[config.mk]
export PLATFORM = sky130hd
export DESIGN_NAME = ttps_ram
export DESIGN_NICKNAME = d
export VERILOG_FILES = /design/src/rtl/ttps_ram.sv
export SDC_FILE = /design/constraint.sdc
export NUM_CORES = 1
export LEC_CHECK = 0
export BUFFER_PORTS_ARGS = -buffer_cell sky130_fd_sc_hd__buf_2
export CORE_UTILIZATION = 65
export CTS_CLUSTER_DIAMETER = 120
export DETAILED_ROUTE_END_ITERATION = 6
export GPL_TIMING_DRIVEN = 0
export PLACE_DENSITY = 0.94
export SLEW_MARGIN = 10
export SYNTH_ARGS = -nofsm -noshare
export SYNTH_HDL_FRONTEND = slang
export SYNTH_SLANG_ARGS = --single-unit
[constraint.sdc]
create_clock -name i_clk -period 4.1 [get_ports i_clk]
set_input_delay 0.615 -clock i_clk [delete_from_list [all_inputs] [get_ports i_clk]]
set_output_delay 0.615 -clock i_clk [all_outputs]
set_load 0.005 [all_outputs]
[src/rtl/ttps_ram.sv]
// ----------------------------------------------------------------------------
// ttps_ram
// Generic simple dual-port RAM: one write port, one read port with
// registered read data. A read of the address written in the same cycle
// returns the old contents.
// ----------------------------------------------------------------------------
module ttps_ram #(
    parameter int WIDTH = 8,
    parameter int DEPTH = 16
) (
    input  logic                     i_clk,
    input  logic                     i_we,
    input  logic [$clog2(DEPTH)-1:0] i_waddr,
    input  logic [WIDTH-1:0]         i_wdata,
    input  logic                     i_re,
    input  logic [$clog2(DEPTH)-1:0] i_raddr,
    output logic [WIDTH-1:0]         o_rdata
);

    logic [WIDTH-1:0] r_mem [DEPTH];
    logic [WIDTH-1:0] r_rdata;

    always_ff @(posedge i_clk) begin
        if (i_we) begin
            r_mem[i_waddr] <= i_wdata;
        end
        if (i_re) begin
            r_rdata <= r_mem[i_raddr];
        end
    end

    assign o_rdata = r_rdata;

endmodule

==> impl_metrics.ini, run 1 <==
[global_route]
grt_pass1_wl_um = 15500
grt_max_degree = 17
grt_use_total = 0.274
grt_overflow = 0
antenna_found_initial = 0
grt_pass1_vias = 2598

[run_status]
status = finished clean

[setup_path]
criticalPathCategory = in2reg
required_ns = 4.23
r2r_end = o_rdata[1]
crit_buf_inv = 1
critPathLaunchType = primary input
crit_family = simple AND/OR/NAND/NOR gates
crit_path_max_incr_delay_ns = 0.95
cp-end-kind = flop
path_cells = buf_2 > or3b_2 > nor3_1
cp_max_fo = 8
rr_worst_depth = 3
crit_arrival_ns = 2.22
r2r-start = r_mem[5][1]
cp.depth = 3
worstSetupEndpoint = r_mem[0][0]
cp-startpoint = i_waddr[2]
worst_path_max_delay_cell = nor3_1
r2r_slack_ns = 2.49

[die]
io_pins = 27
start_util = 0.673
die_x_um = 91.7
die_area_um2 = 8410
die_y_um = 91.7
std_cell_rows = 32
coreArea_um2 = 7770

[power_and_ir_drop]
total_power_w = 0.00319
p_leak_nw = 2.03
power_frac_comb = 0.047
clkPwrFrac = 0.459
p_int_w = 0.00255
switching_share = 0.200
p_sw_w = 0.000639
power_density_nw_per_um2 = 525
pwr-share-seq = 0.494
vdd_drop_max_mv = 0.418

[timing]
period_minus_slack_ns = 2.09
skew_ns = 0.00802
setup_tns_ns = 0
max_freq_mhz = 477
rsz0062_at_grt = no
fin_hold_ws_ns = 0.446
setup_viol = 0
slew_violations = 0
fin_crit_sh = 0.511
hold_viol_final = 0
slew_headroom = 0.182
tightestPinTransition_ns = 1.22

[route]
drt-initial-drc-count = 314
drcViolationCount = 0
drt_wl_total_um = 10400
drt-wirelength-per-cell_um = 26.7
viasPerCell = 6.55
ant_nets = 0
first_pass_iters = 4
routed-via-count = 2543

[job]
cap_violations = 0

[cts]
cts_resized = 0
h-tree-depth = 4
tritoncts = done
clock-sinks = 136
cts_buffer_depth = 2
clkLatencyLatePin_ns = 0.52
clk_pin_slew_ns = 0.06
cts_buffers = 17
hold_buffers = 0
post-cts-setup-buffer-count = 0
cts_root_buf = clkbuf_8

[logic_synthesis]
yosys_warnings = 0
syn-num-nets = 248
synth_top_area_cell = edfxtp_1
ys_seq_elements = 136
avgSynthCellArea_um2 = 22.8
netlist_area_um2 = 5230
synth.area.top_cells = edfxtp_1 78%, mux4_2 7.8%, mux4_1 7.0%
yosysSeqAreaShare = 0.781
synth_top_area_share = 0.781
synth_cell_type_count = 18
synthCells = 229

[cells_and_area]
final_common_cell = edfxtp_1
design_area_um2 = 6070
n_antenna_cell = 0
synthToLayoutAreaGrowth_pct = 16.1
finalCoreUtilization = 0.781
nets = 292
final_cell_mix = 136 x edfxtp_1, 28 x buf_2, 18 x mux4_2, 16 x a22oi_1, 16 x clkbuf_16
drive_above_1_share = 0.301

[placed_design]
dp_hpwl_um = 6220
port_buffers = 25
placedInstanceArea_um2 = 5480
gp_congestion = 0.749

[worst_hold_path]
hp-class = in2reg
power by group through the flow:
stage	Sequential [W]	Clock (W)	Combinational (W)
after floorplan	0.00160	0	0.0000791
after global placement	0.00160	0	0.000137
after detailed placement	0.00160	0	0.000145
after CTS	0.00158	0.00147	0.000149
after global routing	0.00158	0.00153	0.000158
final	0.00158	0.00146	0.000150
Yosys cell counts, drive strengths merged:
cell type,instances
nor3,4
buf,7
clkdlybuf4s25,3
mux4,32
nand3,1
nor2,13
nand3b,2
and2b,1
nor2b,1
nand2b,2
and2,1
a22oi,16
edfxtp,136
or3b,1
nand2,9
stage by stage:
step / worst slack, ns / instances
2_1_floorplan: 1.99 / 229
3_3_place_gp: 1.49 / 356
3_5_place_dp: 1.49 / 356
4_1_cts: 2.04 / 388
5_1_grt: 1.93 / 388
6_report: 2.01 / 388
metal layers:
metal  track usage  part of all wire  vias to the layer above
li1              -                 -                     1069
met1         0.383              0.40                     1288
met2         0.432              0.51                      171
met3        0.0738             0.079                       15
met4        0.0899             0.016                        0
met5             0                 0                        -
state kept, by name, summed over array words and instances (netlist names):
name and flops:
r_mem 128, o_rdata 8
worst min path at each step:
| stage | cells past startpoint | endpoint | slack, ns | startpoint |
|---|---|---|---|---|
| 4_1_cts | 1 | o_rdata[2] | 0.43 | i_re |
| 6_report | 1 | o_rdata[2] | 0.45 | i_re |
| 5_1_grt | 1 | o_rdata[2] | 0.44 | i_re |
| 3_3_place_gp | 3 | o_rdata[1] | 0.73 | r_mem[8][1] |
| 2_1_floorplan | 3 | o_rdata[0] | 0.70 | r_mem[7][0] |
| 3_5_place_dp | 3 | o_rdata[3] | 0.77 | r_mem[8][3] |
logic make-up after synthesis:
family	count (synthesis)	share of synthesized area
AOI/OAI and AO/OA	16	0.0230
buffers and inverters	10	0.0165
muxes	32	0.148
and+or+nand+nor	35	0.0314
DFF	136	0.781
cell type report:
class	instances	area (um2)
Buffer	10	86.3
Clock buffer	19	422
Clock inverter	13	155
Fill cell	411	1700
Multi-Input combinational cell	83	1070
Sequential cell	136	4080
Tap cell	102	128
Timing Repair Buffer	25	125
Power figures use the tool's default switching activity.
==> run 2: changes to the inputs <==
--- a/config.mk
+++ b/config.mk
@@ -6,11 +6,11 @@
 export NUM_CORES = 1
 export LEC_CHECK = 0
 export BUFFER_PORTS_ARGS = -buffer_cell sky130_fd_sc_hd__buf_2
-export CORE_UTILIZATION = 65
+export CORE_UTILIZATION = 60
 export CTS_CLUSTER_DIAMETER = 120
 export DETAILED_ROUTE_END_ITERATION = 6
 export GPL_TIMING_DRIVEN = 0
-export PLACE_DENSITY = 0.94
+export PLACE_DENSITY = 0.88
 export SLEW_MARGIN = 10
 export SYNTH_ARGS = -nofsm -noshare
 export SYNTH_HDL_FRONTEND = slang
==> constraint.sdc (replaced) <==
create_clock -name i_clk -period 2.1 [get_ports i_clk]
set_input_delay 0.315 -clock i_clk [delete_from_list [all_inputs] [get_ports i_clk]]
set_output_delay 0.315 -clock i_clk [all_outputs]
set_load 0.005 [all_outputs]
==> impl_metrics.ini, run 2 (synthesis gave the netlist of run 1 again) <==
[setup_path]
criticalPathCategory = reg2reg
worst_path_max_delay_cell = mux4_1
critPathLaunchType = flop
cp_max_fo = 1
required_ns = 2.36
crit_arrival_ns = 1.81
path_cells = mux4_1 > a22oi_1 > nand2_1
cp-end-kind = flop
crit_buf_inv = 0
crit_path_max_incr_delay_ns = 0.58
crit_family = multiplexers

[global_route]
antenna_found_initial = 0
grt_use_total = 0.257
grt_max_degree = 17
grt_pass1_vias = 2556
grt_overflow = 0
grt_pass1_wl_um = 15200

[job]
cap_violations = 0

[timing]
setup_tns_ns = 0
setup_viol = 0
period_minus_slack_ns = 1.55
rsz0062_at_grt = no
tightestPinTransition_ns = 1.16
slew_violations = 0
skew_ns = 0.00652
fin_crit_sh = 0.739
hold_viol_final = 0
max_freq_mhz = 645
slew_headroom = 0.219

[run_status]
status = finished clean

[power_and_ir_drop]
p_leak_nw = 2.03
vdd_drop_max_mv = 0.686
power_density_nw_per_um2 = 1040
total_power_w = 0.00630

[cts]
cts_buffer_depth = 2
hold_buffers = 0
h-tree-depth = 4
cts_buffers = 17
clk_pin_slew_ns = 0.06
clkLatencyLatePin_ns = 0.51
tritoncts = done
post-cts-setup-buffer-count = 0
cts_root_buf = clkbuf_8
cts_resized = 0
clock-sinks = 136

[route]
drt_wl_total_um = 10400
first_pass_iters = 5
viasPerCell = 6.58
drcViolationCount = 0
ant_nets = 0
drt-initial-drc-count = 269
routed-via-count = 2568
drt-wirelength-per-cell_um = 26.6

[die]
io_pins = 27
die_y_um = 95.3
start_util = 0.627
coreArea_um2 = 8340
die_area_um2 = 9090
die_x_um = 95.3
std_cell_rows = 33

[placed_design]
gp_congestion = 0.742
port_buffers = 25
dp_hpwl_um = 6360

[cells_and_area]
nets = 292
nFillCells = 452
n_antenna_cell = 0
finalCoreUtilization = 0.729
regMostFlops = r_mem
drive_above_1_share = 0.284
final_common_cell = edfxtp_1
synthToLayoutAreaGrowth_pct = 16.3
largest_reg_flops = 128
final_cell_mix = 136 x edfxtp_1, 28 x buf_2, 18 x mux4_2, 16 x a22oi_1, 16 x clkbuf_16

[worst_hold_path]
hp-class = in2reg
==> run 2: path summary, 6_finish.rpt <==
check | startpoint | to | slack (ns) | cells after the start
setup / recovery | r_mem[4][3] | o_rdata[3] | 0.55 | 3
hold / removal | i_re | o_rdata[5] | 0.14 | 1
setup reg to reg | r_mem[4][3] | o_rdata[3] | 0.55 | 3
hold reg to reg | r_mem[8][1] | o_rdata[1] | 0.78 | 3
==> run 2: final cells by class <==
type	count	area (um2)	share of cell area
buffer	10	86.3	0.0142
tap	105	131	0.0216
clock inverter	11	155	0.0255
multi-input combinational	83	1070	0.176
clock buffer	20	425	0.0700
timing repair buffer	25	125	0.0206
sequential	136	4080	0.672
==> run 2: worst register-to-register path: cells and delay by family (launching register included) <==
family | cells | cell delay [ns]
AOI/OAI and AO/OA | 1 | 0.24
muxes | 1 | 0.58
DFF | 1 | 0.39
and+or+nand+nor | 1 | 0.10
==> run 2: routing by layer <==
layer	global-route usage	share of wire	up-vias
met2	0.387	0.49	152
met5	0	0	-
met3	0.0686	0.079	17
met1	0.361	0.41	1324
li1	-	-	1075
met4	0.106	0.018	0
==> run 2: report_power, final <==
| group | internal (W) | switching (W) | leakage [nW] |
|---|---|---|---|
| Clock | 0.00190 | 0.00103 | 0.275 |
| Sequential | 0.00306 | 0.0000160 | 1.24 |
| Combinational | 0.000118 | 0.000172 | 0.521 |
| Total | 0.00508 | 0.00122 | 2.03 |
==> run 2: metrics by stage <==
step / instance area (um2) / hold slack, ns / setup WS (ns) / cells
finish: 6080 / 0.144 / 0.549 / 390
global route: 6080 / 0.138 / 0.507 / 390
CTS: 6060 / 0.128 / 0.188 / 390
detailed placement: 5480 / 0.670 / -0.233 / 359
global placement: 5480 / 0.648 / -0.211 / 359
floorplan: 5230 / 0.414 / 0.292 / 229
==> run 3: changes to the inputs <==
--- a/config.mk
+++ b/config.mk
@@ -5,12 +5,13 @@
 export SDC_FILE = /design/constraint.sdc
 export NUM_CORES = 1
 export LEC_CHECK = 0
+export ABC_AREA = 1
 export BUFFER_PORTS_ARGS = -buffer_cell sky130_fd_sc_hd__buf_2
-export CORE_UTILIZATION = 60
+export CORE_UTILIZATION = 61
 export CTS_CLUSTER_DIAMETER = 120
 export DETAILED_ROUTE_END_ITERATION = 6
 export GPL_TIMING_DRIVEN = 0
-export PLACE_DENSITY = 0.88
+export PLACE_DENSITY = 0.89
 export SLEW_MARGIN = 10
 export SYNTH_ARGS = -nofsm -noshare
 export SYNTH_HDL_FRONTEND = slang
==> constraint.sdc (replaced) <==
create_clock -name i_clk -period 1.5 [get_ports i_clk]
set_input_delay 0.225 -clock i_clk [delete_from_list [all_inputs] [get_ports i_clk]]
set_output_delay 0.225 -clock i_clk [all_outputs]
set_load 0.005 [all_outputs]
==> impl_metrics.ini, run 3 <==
[cells_and_area]
n_antenna_cell = 0
synthToLayoutAreaGrowth_pct = 14.2
regMostFlops = r_mem
final_cell_mix = 173 x nand2_1, 136 x edfxtp_1, 100 x inv_1, 97 x nand3_1, 36 x buf_2
largest_reg_flops = 128
stdcell_count = 735
final_common_cell = nand2_1
nets = 612
drive_above_1_share = 0.127

[cts]
clk_pin_slew_ns = 0.06
tritoncts = done
h-tree-depth = 4
post-cts-setup-buffer-count = 0
cts_resized = 0
clock-sinks = 136
cts_buffer_depth = 2
hold_buffers = 0
cts_buffers = 17
clkLatencyLatePin_ns = 0.53
cts_root_buf = clkbuf_8

[power_and_ir_drop]
power_density_nw_per_um2 = 1310
total_power_w = 0.00871
vdd_drop_max_mv = 0.942
p_leak_nw = 2.89

[timing]
fin_crit_sh = 0.823
slew_violations = 0
hold_viol_final = 0
max_freq_mhz = 810
tightestPinTransition_ns = 0.934
skew_ns = 0.00426
rsz0062_at_grt = no
setup_viol = 0
period_minus_slack_ns = 1.23
slew_headroom = 0.375

[logic_synthesis]
avgSynthCellArea_um2 = 10.6
syn-num-nets = 570
netlist_area_um2 = 5850
synth_cell_type_count = 11
ys_seq_elements = 136
synthSimpleGateAreaFrac = 0.208
synth.most_common_cell = nand2_1
synth.area.top_cells = edfxtp_1 70%, nand2_1 11%, nand3_1 8.3%
synthTopCellsByCount = 173 x nand2_1, 136 x edfxtp_1, 100 x inv_1
synth_compound_area_frac = 0
synth_top_area_share = 0.698
synth_edf_count = 136
synth.area.mux_share = 0
synth_xor_area_frac = 0
yosys_warnings = 0
synth_top_area_cell = edfxtp_1
ys.flop_type = edfxtp_1
synthCells = 551
yosysSeqAreaShare = 0.698
synth_top_family_by_area = simple AND/OR/NAND/NOR gates
ys_async_sr_fraction = 0
synth_fa_ha_area_frac = 0

[setup_path]
criticalPathCategory = reg2out
cp_max_fo = 1
crit_path_max_incr_delay_ns = 0.35
critPathLaunchType = flop
cp-end-kind = output pin
rr_worst_depth = 6
worst_path_max_delay_cell = edfxtp_1
r2r-start = r_mem[15][7]
r2r_slack_ns = 0.29
path_cells = buf_2
crit_buf_inv = 1
r2r_end = o_rdata[7]
crit_arrival_ns = 1.01
required_ns = 1.27
crit_family = flip-flops

[worst_hold_path]
whs_path_depth = 1
hp-start = i_re
hp-class = in2reg
min_to = o_rdata[2]

[route]
first_pass_iters = 5
drt-wirelength-per-cell_um = 19.0
drcViolationCount = 0
ant_nets = 0
drt_wl_total_um = 14000
drt-initial-drc-count = 520
viasPerCell = 5.65
routed-via-count = 4153

[global_route]
grt_pass1_wl_um = 21600
grt_max_degree = 17
antenna_found_initial = 0
grt_pass1_vias = 4044
grt_overflow = 0
grt_use_total = 0.305

[die]
start_util = 0.630
die_x_um = 99.9
coreArea_um2 = 9280
die_area_um2 = 9980
std_cell_rows = 35
io_pins = 27
die_y_um = 99.9

[placed_design]
port_buffers = 23
gp_congestion = 0.878
numPlacedInstances = 703
dp_hpwl_um = 8970

[job]
cap_violations = 0

[run_status]
status = finished clean
-- run 3: cell types whose count changed after synthesis, sizes merged, moves of 2 or more --
cell	previous run	this run
a22oi	16	0
buf	7	24
clkdlybuf4s25	3	0
inv	0	102
mux4	32	0
nand2	9	173
nand2b	2	0
nand3	1	97
nor2	13	17
nor3	4	0
-- run 3: metrics by stage --
stage	hold WS [ns]	setup slack, ns	instance area [um2]	TNS (ns)	util
after floorplan	0.324	0.324	5850	0	-
after CTS	0.0208	0.245	6680	0	0.719
final	0.0251	0.265	6680	0	0.719
after detailed placement	0.564	-0.172	6120	-9.92	0.660
after global placement	0.551	-0.131	6120	-5.41	0.660
after global routing	0.0296	0.222	6680	0	0.719
-- run 3: area by class of cell --
type	count	area (um2)
tap	129	161
buffer	24	166
timing repair buffer	23	115
inverter	102	383
sequential	136	4080
clock buffer	18	418
multi-input combinational	289	1210
fill	623	2610
clock inverter	14	134
-- run 3: routing by layer --
metal | GRT usage | wire length [um]
met5 | 0 | 0
met4 | 0.149 | 577
met3 | 0.0857 | 1490
met2 | 0.481 | 6700
met1 | 0.393 | 5230
-- run 3: cell families after synthesis --
kind of cell           Yosys count
flip-flops                     136
AND/OR/NAND/NOR                289
buffers and inverters          126
-- run 3: worst max-delay path by stage --
stage / from / endpoint / slack, ns / depth (start not counted)
CTS: o_rdata[7] / o_rdata[7] / 0.24 / 1
finish: o_rdata[2] / o_rdata[2] / 0.27 / 1
global route: o_rdata[1] / o_rdata[1] / 0.22 / 1
detailed placement: i_waddr[0] / r_mem[12][0] / -0.17 / 4
floorplan: i_waddr[2] / r_mem[10][0] / 0.32 / 2
global placement: i_waddr[3] / r_mem[5][3] / -0.13 / 3
-- run 3: report_power, final --
group	switching [W]	internal, W	leakage [nW]
Sequential	0.0000212	0.00428	1.24
Clock	0.00152	0.00234	0.269
Combinational	0.000394	0.000160	1.39
